<file path="config.mk">
export PLATFORM = sky130hd
export DESIGN_NAME = dns_tsig_record_locator
export DESIGN_NICKNAME = d
export VERILOG_FILES = /design/src/rtl/dtrl_pkg.sv /design/src/rtl/dtrl_parser.sv /design/src/rtl/dtrl_result.sv /design/src/rtl/dns_tsig_record_locator.sv
export SDC_FILE = /design/constraint.sdc
export NUM_CORES = 1
export LEC_CHECK = 0
export ABC_AREA = 1
export BUFFER_PORTS_ARGS = -buffer_cell sky130_fd_sc_hd__buf_2
export CAP_MARGIN = 15
export CORE_MARGIN = 2
export CORE_UTILIZATION = 40
export DETAILED_ROUTE_END_ITERATION = 16
export MAX_ROUTING_LAYER = met4
export SLEW_MARGIN = 20
export SYNTH_ARGS = -nofsm -noshare
export SYNTH_HDL_FRONTEND = slang
export SYNTH_HIERARCHICAL = 1
export SYNTH_SLANG_ARGS = --single-unit
</file>
<file path="constraint.sdc">
create_clock -name clk -period 22.8 [get_ports clk]
set_clock_uncertainty 0.15 [all_clocks]
set_input_delay 3.42 -clock clk [delete_from_list [all_inputs] [get_ports clk]]
set_output_delay 3.42 -clock clk [all_outputs]
set_load 0.02 [all_outputs]
</file>
<file path="src/rtl/dtrl_pkg.sv">
// Shared types and constants for the DNS TSIG record locator.
package dtrl_pkg;

  localparam logic [15:0] TSIG_TYPE     = 16'd250;
  localparam logic [7:0]  PTR_MASK      = 8'hC0;
  localparam logic [15:0] DEFAULT_FUDGE = 16'd300;
  localparam int          HEADER_BYTES  = 12;

  typedef enum logic [1:0] {
    ST_FOUND   = 2'd0,
    ST_SHORT   = 2'd1,
    ST_BADSIG  = 2'd2,
    ST_BADTIME = 2'd3
  } status_t;

  typedef struct packed {
    logic        too_short;
    logic        found;
    logic [15:0] record_begin;
    logic [15:0] mac_offset;
    logic [15:0] mac_length;
    logic [47:0] signed_time;
    logic [15:0] fudge;
    logic [47:0] now;
  } fin_t;

endpackage

</file>
<file path="src/rtl/dtrl_parser.sv">
// Byte-wise message parser that walks the sections and captures the TSIG fields.
module dtrl_parser
  import dtrl_pkg::*;
#(
  parameter int MESSAGE_MAX_BYTES = 65535
) (
  input  logic        clk,
  input  logic        rst,
  input  logic        accept,
  input  logic [7:0]  msg_byte,
  input  logic        last_byte,
  input  logic [47:0] now_seconds,
  output fin_t        fin
);

  localparam int POS_W = $clog2(MESSAGE_MAX_BYTES + 1);

  typedef enum logic [3:0] {
    PH_HEADER,
    PH_NAME,
    PH_LABEL,
    PH_PTR,
    PH_FIXED,
    PH_SKIP,
    PH_ALG,
    PH_ALGLABEL,
    PH_ALGPTR,
    PH_TSIGF,
    PH_DONE
  } phase_t;

  phase_t             phase, phase_next;
  logic [POS_W-1:0]   pos, pos_next, pos_inc, hoff;
  logic [3:0][15:0]   cnt, cnt_next;
  logic [15:0]        skip, skip_next, skip_dec;
  logic [3:0]         fidx, fidx_next;
  logic [15:0]        rtype, rtype_next;
  logic [15:0]        rdlen, rdlen_next;
  logic [POS_W-1:0]   rbegin, rbegin_next;
  logic [47:0]        ctime, ctime_next;
  logic [15:0]        cfudge, cfudge_next;
  logic [15:0]        cmaclen, cmaclen_next;
  logic [POS_W-1:0]   cmacoff, cmacoff_next;
  logic               found, found_next;
  logic               en, rec_done, enter, last_fixed;
  logic [2:0]         sec, nsec;
  logic [1:0]         hk;

  function automatic logic [2:0] first_section(input logic [3:0][15:0] c);
    logic [2:0] r;
    r = 3'd4;
    if (c[3] != '0) r = 3'd3;
    if (c[2] != '0) r = 3'd2;
    if (c[1] != '0) r = 3'd1;
    if (c[0] != '0) r = 3'd0;
    return r;
  endfunction

  assign pos_inc  = pos + 1'b1;
  assign en       = pos < POS_W'(MESSAGE_MAX_BYTES);
  assign hoff     = pos - POS_W'(4);
  assign hk       = hoff[2:1];
  assign sec      = first_section(cnt);
  assign skip_dec = skip - 16'd1;

  always_comb begin
    phase_next   = phase;
    cnt_next     = cnt;
    skip_next    = skip;
    fidx_next    = fidx;
    rtype_next   = rtype;
    rdlen_next   = rdlen;
    rbegin_next  = rbegin;
    ctime_next   = ctime;
    cfudge_next  = cfudge;
    cmaclen_next = cmaclen;
    cmacoff_next = cmacoff;
    found_next   = found;
    rec_done     = 1'b0;
    enter        = 1'b0;
    last_fixed   = (sec == 3'd0) ? (fidx >= 4'd3) : (fidx >= 4'd9);
    if (en) begin
      case (phase)
        PH_HEADER: begin
          if (pos >= POS_W'(4) && pos < POS_W'(HEADER_BYTES)) begin
            cnt_next[hk] = {cnt[hk][7:0], msg_byte};
          end
          if (pos == POS_W'(HEADER_BYTES - 1)) enter = 1'b1;
        end
        PH_NAME: begin
          if (msg_byte == 8'd0) begin
            fidx_next  = '0;
            rtype_next = '0;
            rdlen_next = '0;
            phase_next = PH_FIXED;
          end else if ((msg_byte & PTR_MASK) == PTR_MASK) begin
            phase_next = PH_PTR;
          end else begin
            skip_next  = {8'd0, msg_byte};
            phase_next = PH_LABEL;
          end
        end
        PH_PTR: begin
          fidx_next  = '0;
          rtype_next = '0;
          rdlen_next = '0;
          phase_next = PH_FIXED;
        end
        PH_LABEL, PH_ALGLABEL, PH_SKIP: begin
          skip_next = skip_dec;
          if (skip_dec == 16'd0) begin
            if (phase == PH_LABEL) phase_next = PH_NAME;
            else if (phase == PH_ALGLABEL) phase_next = PH_ALG;
            else rec_done = 1'b1;
          end
        end
        PH_FIXED: begin
          if (fidx <= 4'd1) rtype_next = {rtype[7:0], msg_byte};
          else if (fidx >= 4'd8) rdlen_next = {rdlen[7:0], msg_byte};
          if (last_fixed) begin
            if (sec == 3'd0 || sec[2]) begin
              rec_done = 1'b1;
            end else if (sec == 3'd3 && rtype == TSIG_TYPE) begin
              phase_next = PH_ALG;
            end else if (rdlen_next == 16'd0) begin
              rec_done = 1'b1;
            end else begin
              skip_next  = rdlen_next;
              phase_next = PH_SKIP;
            end
          end else begin
            fidx_next = fidx + 4'd1;
          end
        end
        PH_ALG: begin
          if (msg_byte == 8'd0) begin
            fidx_next    = '0;
            ctime_next   = '0;
            cfudge_next  = '0;
            cmaclen_next = '0;
            phase_next   = PH_TSIGF;
          end else if ((msg_byte & PTR_MASK) == PTR_MASK) begin
            phase_next = PH_ALGPTR;
          end else begin
            skip_next  = {8'd0, msg_byte};
            phase_next = PH_ALGLABEL;
          end
        end
        PH_ALGPTR: begin
          fidx_next    = '0;
          ctime_next   = '0;
          cfudge_next  = '0;
          cmaclen_next = '0;
          phase_next   = PH_TSIGF;
        end
        PH_TSIGF: begin
          if (fidx < 4'd6) ctime_next = {ctime[39:0], msg_byte};
          else if (fidx < 4'd8) cfudge_next = {cfudge[7:0], msg_byte};
          else cmaclen_next = {cmaclen[7:0], msg_byte};
          if (fidx >= 4'd9) begin
            found_next   = 1'b1;
            cmacoff_next = pos_inc;
            phase_next   = PH_DONE;
          end else begin
            fidx_next = fidx + 4'd1;
          end
        end
        default: begin
        end
      endcase
    end
    if (rec_done) begin
      if (!sec[2]) cnt_next[sec[1:0]] = cnt[sec[1:0]] - 16'd1;
      enter = 1'b1;
    end
    nsec = first_section(cnt_next);
    if (enter) begin
      if (nsec[2]) begin
        phase_next = PH_DONE;
      end else begin
        phase_next  = PH_NAME;
        rbegin_next = pos_inc;
      end
    end
    pos_next = en ? pos_inc : pos;
  end

  always_comb begin
    fin.too_short    = pos_next < POS_W'(HEADER_BYTES);
    fin.found        = found_next;
    fin.record_begin = 16'(rbegin_next);
    fin.mac_offset   = 16'(cmacoff_next);
    fin.mac_length   = cmaclen_next;
    fin.signed_time  = ctime_next;
    fin.fudge        = cfudge_next;
    fin.now          = now_seconds;
  end

  always_ff @(posedge clk) begin
    if (rst || (accept && last_byte)) begin
      phase   <= PH_HEADER;
      pos     <= '0;
      cnt     <= '0;
      skip    <= '0;
      fidx    <= '0;
      rtype   <= '0;
      rdlen   <= '0;
      rbegin  <= '0;
      ctime   <= '0;
      cfudge  <= DEFAULT_FUDGE;
      cmaclen <= '0;
      cmacoff <= '0;
      found   <= 1'b0;
    end else if (accept) begin
      phase   <= phase_next;
      pos     <= pos_next;
      cnt     <= cnt_next;
      skip    <= skip_next;
      fidx    <= fidx_next;
      rtype   <= rtype_next;
      rdlen   <= rdlen_next;
      rbegin  <= rbegin_next;
      ctime   <= ctime_next;
      cfudge  <= cfudge_next;
      cmaclen <= cmaclen_next;
      cmacoff <= cmacoff_next;
      found   <= found_next;
    end
  end

endmodule

</file>
<file path="src/rtl/dtrl_result.sv">
// Finish register, time window check and output register of the locator.
module dtrl_result
  import dtrl_pkg::*;
(
  input  logic        clk,
  input  logic        rst,
  input  logic        fin_load,
  input  fin_t        fin,
  input  logic        res_stall,
  output logic        msg_stall,
  output logic        res_valid,
  output logic [1:0]  status,
  output logic [15:0] record_offset,
  output logic [15:0] mac_offset,
  output logic [15:0] mac_length,
  output logic [47:0] signed_time,
  output logic [15:0] time_fudge
);

  fin_t        fin_q;
  logic        fin_valid;
  logic        out_free, fin_take;
  logic [47:0] diff;
  status_t     status_next;

  assign out_free  = !res_valid || !res_stall;
  assign fin_take  = fin_valid && out_free;
  assign msg_stall = fin_valid && !out_free;

  assign diff = (fin_q.now >= fin_q.signed_time) ? fin_q.now - fin_q.signed_time
                                                  : fin_q.signed_time - fin_q.now;

  always_comb begin
    if (fin_q.too_short) status_next = ST_SHORT;
    else if (!fin_q.found) status_next = ST_BADSIG;
    else if (diff > {32'd0, fin_q.fudge}) status_next = ST_BADTIME;
    else status_next = ST_FOUND;
  end

  always_ff @(posedge clk) begin
    if (rst) begin
      fin_valid <= 1'b0;
    end else if (fin_load) begin
      fin_valid <= 1'b1;
    end else if (fin_take) begin
      fin_valid <= 1'b0;
    end
    if (fin_load) begin
      fin_q <= fin;
    end
  end

  always_ff @(posedge clk) begin
    if (rst) begin
      res_valid <= 1'b0;
    end else if (fin_take) begin
      res_valid <= 1'b1;
    end else if (!res_stall) begin
      res_valid <= 1'b0;
    end
    if (fin_take) begin
      status <= status_next;
      if (status_next == ST_SHORT || status_next == ST_BADSIG) begin
        record_offset <= '0;
        mac_offset    <= '0;
        mac_length    <= '0;
        signed_time   <= '0;
        time_fudge    <= '0;
      end else begin
        record_offset <= fin_q.record_begin;
        mac_offset    <= fin_q.mac_offset;
        mac_length    <= fin_q.mac_length;
        signed_time   <= fin_q.signed_time;
        time_fudge    <= fin_q.fudge;
      end
    end
  end

endmodule

</file>
<file path="src/rtl/dns_tsig_record_locator.sv">
// The result goes through the finish register, then the output register, to res_valid.
// Throughput: one message byte per cycle while msg_stall is low; one result per message.
// Input stalls only while one result waits in the output register and one more waits behind it.
// Reset (rst, synchronous) returns the parser to the header phase and empties both registers.
// The parser also returns to its reset state after every last byte.
module dns_tsig_record_locator
  import dtrl_pkg::*;
#(
  parameter int MESSAGE_MAX_BYTES = 65535
) (
  input  logic        clk,
  input  logic        rst,
  input  logic        msg_valid,
  output logic        msg_stall,
  input  logic [7:0]  msg_byte,
  input  logic        last_byte,
  input  logic [47:0] now_seconds,
  output logic        res_valid,
  input  logic        res_stall,
  output logic [1:0]  status,
  output logic [15:0] record_offset,
  output logic [15:0] mac_offset,
  output logic [15:0] mac_length,
  output logic [47:0] signed_time,
  output logic [15:0] time_fudge
);

  logic accept;
  fin_t fin;

  assign accept = msg_valid && !msg_stall;

  dtrl_parser #(
    .MESSAGE_MAX_BYTES(MESSAGE_MAX_BYTES)
  ) u_parser (
    .clk        (clk),
    .rst        (rst),
    .accept     (accept),
    .msg_byte   (msg_byte),
    .last_byte  (last_byte),
    .now_seconds(now_seconds),
    .fin        (fin)
  );

  dtrl_result u_result (
    .clk          (clk),
    .rst          (rst),
    .fin_load     (accept && last_byte),
    .fin          (fin),
    .res_stall    (res_stall),
    .msg_stall    (msg_stall),
    .res_valid    (res_valid),
    .status       (status),
    .record_offset(record_offset),
    .mac_offset   (mac_offset),
    .mac_length   (mac_length),
    .signed_time  (signed_time),
    .time_fudge   (time_fudge)
  );

`ifndef SYNTHESIS
  a_stall_only_when_full: assert property (@(posedge clk) disable iff (rst)
    msg_stall |-> (res_valid && res_stall))
    else $error("input stalled while output register could drain");

  a_fail_fields_zero: assert property (@(posedge clk) disable iff (rst)
    (res_valid && (status == ST_SHORT || status == ST_BADSIG)) |->
      (record_offset == 16'd0 && mac_offset == 16'd0 && mac_length == 16'd0 &&
       signed_time == 48'd0 && time_fudge == 16'd0))
    else $error("failed result carries nonzero fields");

  a_mac_after_record: assert property (@(posedge clk) disable iff (rst)
    (res_valid && (status == ST_FOUND || status == ST_BADTIME)) |->
      (mac_offset > record_offset))
    else $error("MAC offset not beyond record start");
`endif

endmodule

</file>
Yosys cells after proc, flatten, opt, wreduce, memory -nomap -nowiden
Index checks and enable logic that the tools add are counted.

Register bits after elaboration: 527. Output and inout port bits: 116. Word-level logic and storage cells: 234.

Add/subtract/negate cells: 7. Magnitude comparators: 16. Eq/ne operators: 33. Mux-type cells: 103. Reductions and logical operators: 43.

Operators with widths (number): $mux 16 (29); $mux 64 (5); $pmux 16 s3 (5); $mux 48 (4); $pmux 48 s3 (1); $bwmux 64 (2); $reduce_bool 16->1 (8); $sub 48x48->48 (2); $mux 4 (17); $bmux 16 s2 (2); $demux 16 s2 (2); $ge 48x48->1 (1); $gt 48x16->1 (1); $logic_not 16->1 (2); $lt 16x4->1 const B (2); $sub 16x1->16 const B (2); $pmux 4 s7 (1); $mux 3 (8); $mux 1 (21); $reduce_and 9->1 (2); $add 16x1->16 const B (1); $eq 16x4->1 const B (1); $eq 16x8->1 const B (1); $eq 4x3->1 const B (4); 42 further kinds (78).

Depth between registers and ports, before layout
Gate-level depths: netlist of run 1.

Word-level depth: 20. Mapped depth: 34. Gate-level depth less buffers: 32.

Cells and area by module
Netlist of run 1, hierarchy kept.

Modules (own cells, without submodules): dtrl_result (times used 1, cells each 2305, area each 17769.5 sq um); dtrl_parser (times used 1, cells each 2883, area each 17311.6 sq um); dns_tsig_record_locator (times used 1, cells each 5, area each 23.8 sq um).

Worst setup path before layout of run 1
OpenSTA, ideal clock, no wires.

Path type: input to register. Start: in res_stall. End: reg u_result.mac_length[0] (enable). Library setup time: 624 ps. Data arrival time: 8935 ps. Data required time: 22026 ps. Slack: 13091 ps. Cell stages on the path: 1. Buffers on the path: 0. Path through: a21oi_1.

Longest elaborated chain between the ends: 3.

RTL lines: from (decl) (line dns_tsig_record_locator.sv:19) `input logic res_stall,`; $logic_not 1->1 (line dtrl_result.sv:26) `assign out_free = !res_valid || !res_stall;`; $logic_or 1x1->1 (line dtrl_result.sv:26); $logic_and 1x1->1 (line dtrl_result.sv:27) `assign fin_take = fin_valid && out_free;`; to (signal assigned) (line dtrl_result.sv:72) `mac_length <= fin_q.mac_length;`; to (decl) (line dtrl_result.sv:15) `output logic [15:0] mac_length,`.

Every way passes these cells. A chain may end at the register's enable or synchronous reset.

Final worst setup path of run 1
Start: in res_stall. End: out msg_stall.

Longest elaborated chain between the ends: 4.

RTL lines: $logic_not 1->1 (line dtrl_result.sv:26); $logic_or 1x1->1 (line dtrl_result.sv:26); $logic_not 1->1 (line dtrl_result.sv:28) `assign msg_stall = fin_valid && !out_free;`; $logic_and 1x1->1 (line dtrl_result.sv:28); to (decl) (line dns_tsig_record_locator.sv:14) `output logic msg_stall,`.

Every way passes these cells.

==> results of run 1 <==
==> power groups by stage <==
stage	Combinational [mW]	Clock (mW)	Sequential (mW)
4_1_cts	0.730	1.08	1.09
3_3_place_gp	0.726	0	1.11
2_1_floorplan	0.519	0	1.11
6_report	0.739	1.06	1.09
3_5_place_dp	0.726	0	1.11
5_1_grt	0.822	1.12	1.09
==> path summary, 6_finish.rpt <==
kind | start | to | slack [ps]
max | res_stall | msg_stall | 15270
max reg2reg | u_result/fin_q[0]$_DFFE_PP_ | u_result/status[1]$_DFFE_PP_ | 16590
min | u_parser/rdlen[10]$_SDFFE_PP0P_ | u_parser/rdlen[10]$_SDFFE_PP0P_ | 300
min reg2reg | u_parser/rdlen[10]$_SDFFE_PP0P_ | u_parser/rdlen[10]$_SDFFE_PP0P_ | 300
==> per-layer routing <==
metal,global-route usage (%),wire length [um],vias up
li1,-,-,16510
met1,34.53,52560,15490
met2,44.51,57370,1057
met3,3.064,6929,244
met4,10.10,4634,0
met5,-,0,-
==> synth_stat cells, drive strengths merged, types with 37 or more instances <==
cell    count
a21oi     276
buf       102
clkbuf    130
dfxtp     251
edfxtp    276
ha        119
inv       961
nand2    1474
nand3     327
nand4      37
nor2      562
o211ai     67
o21ai     363
o22ai      82
==> stage by stage <==
step	hold WS, ps	area, sq um
2_1_floorplan	279.3	35100
3_3_place_gp	289.5	36500
3_5_place_dp	298.0	36510
4_1_cts	308.1	38680
5_1_grt	318.9	38680
6_report	304.2	38680
==> sequential cells by signal (all words and copies together), names as in the netlist, 48 cells and up <==
name                  count
u_result/signed_time     48
u_parser/cnt             64
u_parser/ctime           48
u_result/fin_q          162
==> worst max-delay path: cells and delay by family <==
family / cells / cell delay, ps
buffers and inverters: 2 / 320
AND/OR/NAND/NOR: 2 / 230
==> cell families after synthesis <==
| logic type | after synthesis |
|---|---|
| and+or+nand+nor | 2452 |
| buffers and inverters | 1203 |
| AOI/OAI and AO/OA | 854 |
| DFF | 527 |
| adders and majority gates | 121 |
| xor gates and xnor gates | 36 |
==> cell type report <==
| class | count | share of cell area (%) |
|---|---|---|
| multi-input combinational | 3463 | 44.01 |
| tap | 1155 | 3.736 |
| clock buffer | 68 | 4.091 |
| inverter | 971 | 9.448 |
| timing repair buffer | 202 | 2.775 |
| sequential | 527 | 34.41 |
| clock inverter | 46 | 1.523 |
==> results.cfg, run 1 <==
[cts]
cts_hold_buf = 0
cts_setup_buffers = 0
root_buffer = clkbuf_16
clock_path_buffers = 3
insertion_delay_ps = 680
cts_buffers = 60
htree_levels = 2
cts_tree = yes
cts_resized = 0
path_clk_slew_ps = 60
cts_sinks = 527

[critical_path]
required_ps = 19230
crit_arrival_ps = 3960
crit_path_start_kind = input pin
critical_path.slowest_cell = buf_2
worstSetupPathType = input pin to output pin
crit_chain = buf_2, nand2_1, nor2_1, buf_2
path_common_cell = buf_2
critPathMaxStageDelay_ps = 200
worstSetupEndpointType = output pin
crit_path_max_fanout = 3
ff2ff_path_depth = 27

[die]
rows = 108
core_region_area_sq_um = 86890
ios = 177
die_w_um = 300.2
die_h_um = 300.2
dieArea_sq_um = 90150
start_util_pct = 40.40

[synthesis]
synth-simple-area-share_pct = 29.50
ys_top_cells_by_area = edfxtp_1, nand2_1, dfxtp_1
ys_ff_latch = 527
synth_top_area_cell = edfxtp_1
synthCells = 5193
synth_top_family_by_area = simple AND/OR/NAND/NOR gates
syn_nets = 5375
synth_compound_area_share_pct = 13.53
synth_fa_ha_area_share_pct = 4.355
synth_area_sq_um = 35100
synth_ff_type = edfxtp_1
avgSynthCellArea_sq_um = 6.760
synth_top_area_share_pct = 23.61
async_reset_ff_share_pct = 0
synth_xor_area_share_pct = 0.8982
synth_warnings = 6
synth_edf_count = 276
yosysSeqAreaShare_pct = 37.92
synth_cell_types = 58
synthMuxAreaShare_pct = 0

[final_layout]
final_common_cell = nand2_1
drive_above_1_share_pct = 8.755
insertedDiodeCount = 0
stdcell_count = 6432
multi_input_area_sq_um = 17030
most-common-layout-cells = nand2_1, inv_1, nor2_1, o21ai_0, nand3_1
fillers = 9069
utilization_pct = 44.52
regArea_sq_um = 13310
syn_to_final_growth_pct = 10.20
finalNetCount = 5407

[timing]
final.period_utilization_pct = 33.03
slew_headroom_pct = 23.83
setup_viol = 0
final_max_slew_viol_count = 0
tightest_slew_ps = 1143
min_period_ps = 7531
timing.final.ws_setup_ps = 15270
hold_viol = 0
clock.fmax_mhz = 132.8
tns_ps = 0
rsz0062_at_grt = no

[pwr]
p_leak_nw = 18.98
p_comb_share_pct = 25.6
p_switching_uw = 985.8
power_frac_seq_pct = 37.7
power.total_mw = 2.889
peakVddDrop_v = 0.00005741
power_frac_clock_pct = 36.7
p_int_mw = 1.903
power_density_nw_per_um2 = 74.68
swShare_pct = 34.12

[global_route]
grt_pass1_wl_mm = 184.3
grt-ovfl-total = 0
grt_usage_pct = 27.17
grt_max_degree = 113
antenna_found_initial = 1
grt_pass1_vias = 31260

[place]
place_ws_ps = 15140
port_buffers = 176
placed_cells = 6318
dpl.hpwl_mm = 91.39
gp_congestion = 1.012

[detailed_routing]
finalWirelength_mm = 121.5
vias_per_cell = 5.176
firstDrtPassIters = 8
ant_nets = 0
drc_errors = 0
num_vias = 33290
drt-wirelength-per-cell_um = 18.89
initialDrtViolationCount = 2849

[run]
cap_violations = 0

[hold_path]
hold_path_depth = 2
min_path_type = register to register

[outcome]
status = completed
Note: power is estimated with default switching activity, not from simulation.
==> run 2: changes to the inputs <==
Clock period 22.8 ns to 7.65 ns, I/O delays scaled along.
==> results.cfg, run 2 (synthesis gave the netlist of run 1 again) <==
[run]
cap_violations = 0

[die]
die_h_um = 300.2
rows = 108
ios = 177
core_region_area_sq_um = 86890
die_w_um = 300.2
start_util_pct = 40.40
dieArea_sq_um = 90150

[final_layout]
multi_input_area_sq_um = 17020
insertedDiodeCount = 0
regMostFlops = u_result/fin_q
utilization_pct = 44.51
most-common-layout-cells = nand2_1, inv_1, nor2_1, o21ai_0, nand3_1
final_common_cell = nand2_1
largest_register_ffs = 162
regArea_sq_um = 13310
syn_to_final_growth_pct = 10.16
finalNetCount = 5413
reg_top3 = u_result/fin_q (162), u_parser/cnt (64)
fillers = 9104
drive_above_1_share_pct = 8.761

[place]
port_buffers = 176
gp_congestion = 1.043
dpl.hpwl_mm = 89.41

[detailed_routing]
initialDrtViolationCount = 3206
finalWirelength_mm = 119.8
vias_per_cell = 5.185
num_vias = 33390
drc_errors = 0
firstDrtPassIters = 6
drt-wirelength-per-cell_um = 18.61
ant_nets = 0

[hold_path]
min_path_type = register to register

[critical_path]
critical_path.slowest_cell = o21ai_0
worstSetupEndpointType = register
required_ps = 7870
critPathTopFamily = simple AND/OR/NAND/NOR gates
critPathMaxStageDelay_ps = 810
worstSetupPathType = register to register
path_common_cell = nand2_1
crit_path_max_fanout = 55
crit_path_start_kind = register
cp_num_buf_inv = 3
crit_arrival_ps = 5840

[pwr]
p_leak_nw = 18.98
p_comb_share_pct = 25.7
p_switching_mw = 2.960
p_int_mw = 5.571
power_frac_seq_pct = 38.0
swShare_pct = 34.70
power_density_nw_per_um2 = 220.6
power_frac_clock_pct = 36.3
peakVddDrop_v = 0.0001512

[cts]
path_clk_slew_ps = 60
cts_hold_buf = 0
cts_tree = yes
htree_levels = 3
insertion_delay_ps = 640
cts_resized = 0
cts_setup_buffers = 0
cts_buffers = 66
root_buffer = clkbuf_16
cts_sinks = 527
clock_path_buffers = 3

[timing]
whs_ps = 313.5
final.period_utilization_pct = 73.55
tightest_slew_ps = 1189
setup_viol = 0
min_period_ps = 5627
slew_headroom_pct = 20.46
final_max_slew_viol_count = 0
rsz0062_at_grt = no
hold_viol = 0
tns_ps = 0
clock.fmax_mhz = 177.7

[global_route]
grt_pass1_wl_mm = 183.0
antenna_found_initial = 2
grt_pass1_vias = 31660
grt-ovfl-total = 0
grt_max_degree = 115
grt_usage_pct = 26.90

[outcome]
status = completed
==> run 2: cell types whose count changed in the layout (fill, tap and decap cells not counted), sizes merged <==
cell / before / now
clkinv: 35 / 30
bufinv: 12 / 2
inv: 964 / 968
clkinvlp: 6 / 3
clkbuf: 68 / 90
==> run 2: final cells by class <==
type | count | area share (%)
tap | 1155 | 3.737
clock inverter | 32 | 0.7377
clock buffer | 90 | 4.795
timing repair buffer | 202 | 2.847
inverter | 971 | 9.451
multi-input combinational | 3463 | 44.01
sequential | 527 | 34.43
==> run 2: through the flow <==
stage                     cell area, sq um  total power, mW  cells  setup WS [ps]
final                                38670            8.531   6440           2023
after global routing                 38670            8.980   6440           1642
after CTS                            38670            8.574   6440           2067
after detailed placement             36530            5.454   6318           2112
after global placement               36530            5.455   6318           2195
after floorplan                      35100            4.840   5193          213.3
==> run 2: layer usage <==
metal	vias up	routed length [um]	track usage [%]
met2	1114	56050	43.26
met5	-	0	-
met3	282	6273	3.158
li1	16500	-	-
met1	15500	52540	34.48
met4	0	4978	10.75
==> run 2: worst register-to-register path: stages (launching register included) <==
cell and delay, ps:
edfxtp_1 400, inv_1 70, ha_1 170, inv_1 130, fa_1 470, nand3_1 110, nand3_2 110, nand2_1 100
nand2_1 90, nand2_1 130, nand3_2 110, nand2_2 120, nand3_4 560, o21ai_0 850, xnor2_1 190, inv_1 60
ha_1 270, nand4_1 190, nor3_1 250, nand4_1 100, nand2_1 140, nand2_1 70, nor2_1 110, nand3_1 90
nor2_1 150, nand2_1 70, nand2_1 60, nand2_1 60
==> run 2: path summary, 6_finish.rpt <==
check                                            startpoint                      endpoint  slack [ps]  cells past startpoint
worst max-delay path            u_result/fin_q[0]$_DFFE_PP_  u_result/status[0]$_DFFE_PP_        2020                     27
worst min-delay path            u_parser/found$_SDFFE_PP0P_   u_parser/found$_SDFFE_PP0P_         310                      2
worst max register to register  u_result/fin_q[0]$_DFFE_PP_  u_result/status[0]$_DFFE_PP_        2020                     27
worst min register to register  u_parser/found$_SDFFE_PP0P_   u_parser/found$_SDFFE_PP0P_         310                      2
==> run 2: power by group through the flow <==
stage                     logic [mW]  registers [mW]  clock network, mW
after global routing            2.44            3.25               3.28
after floorplan                 1.55            3.29                  0
after CTS                       2.17            3.24               3.17
after global placement          2.16            3.29                  0
final                           2.20            3.24               3.10
after detailed placement        2.16            3.30                  0
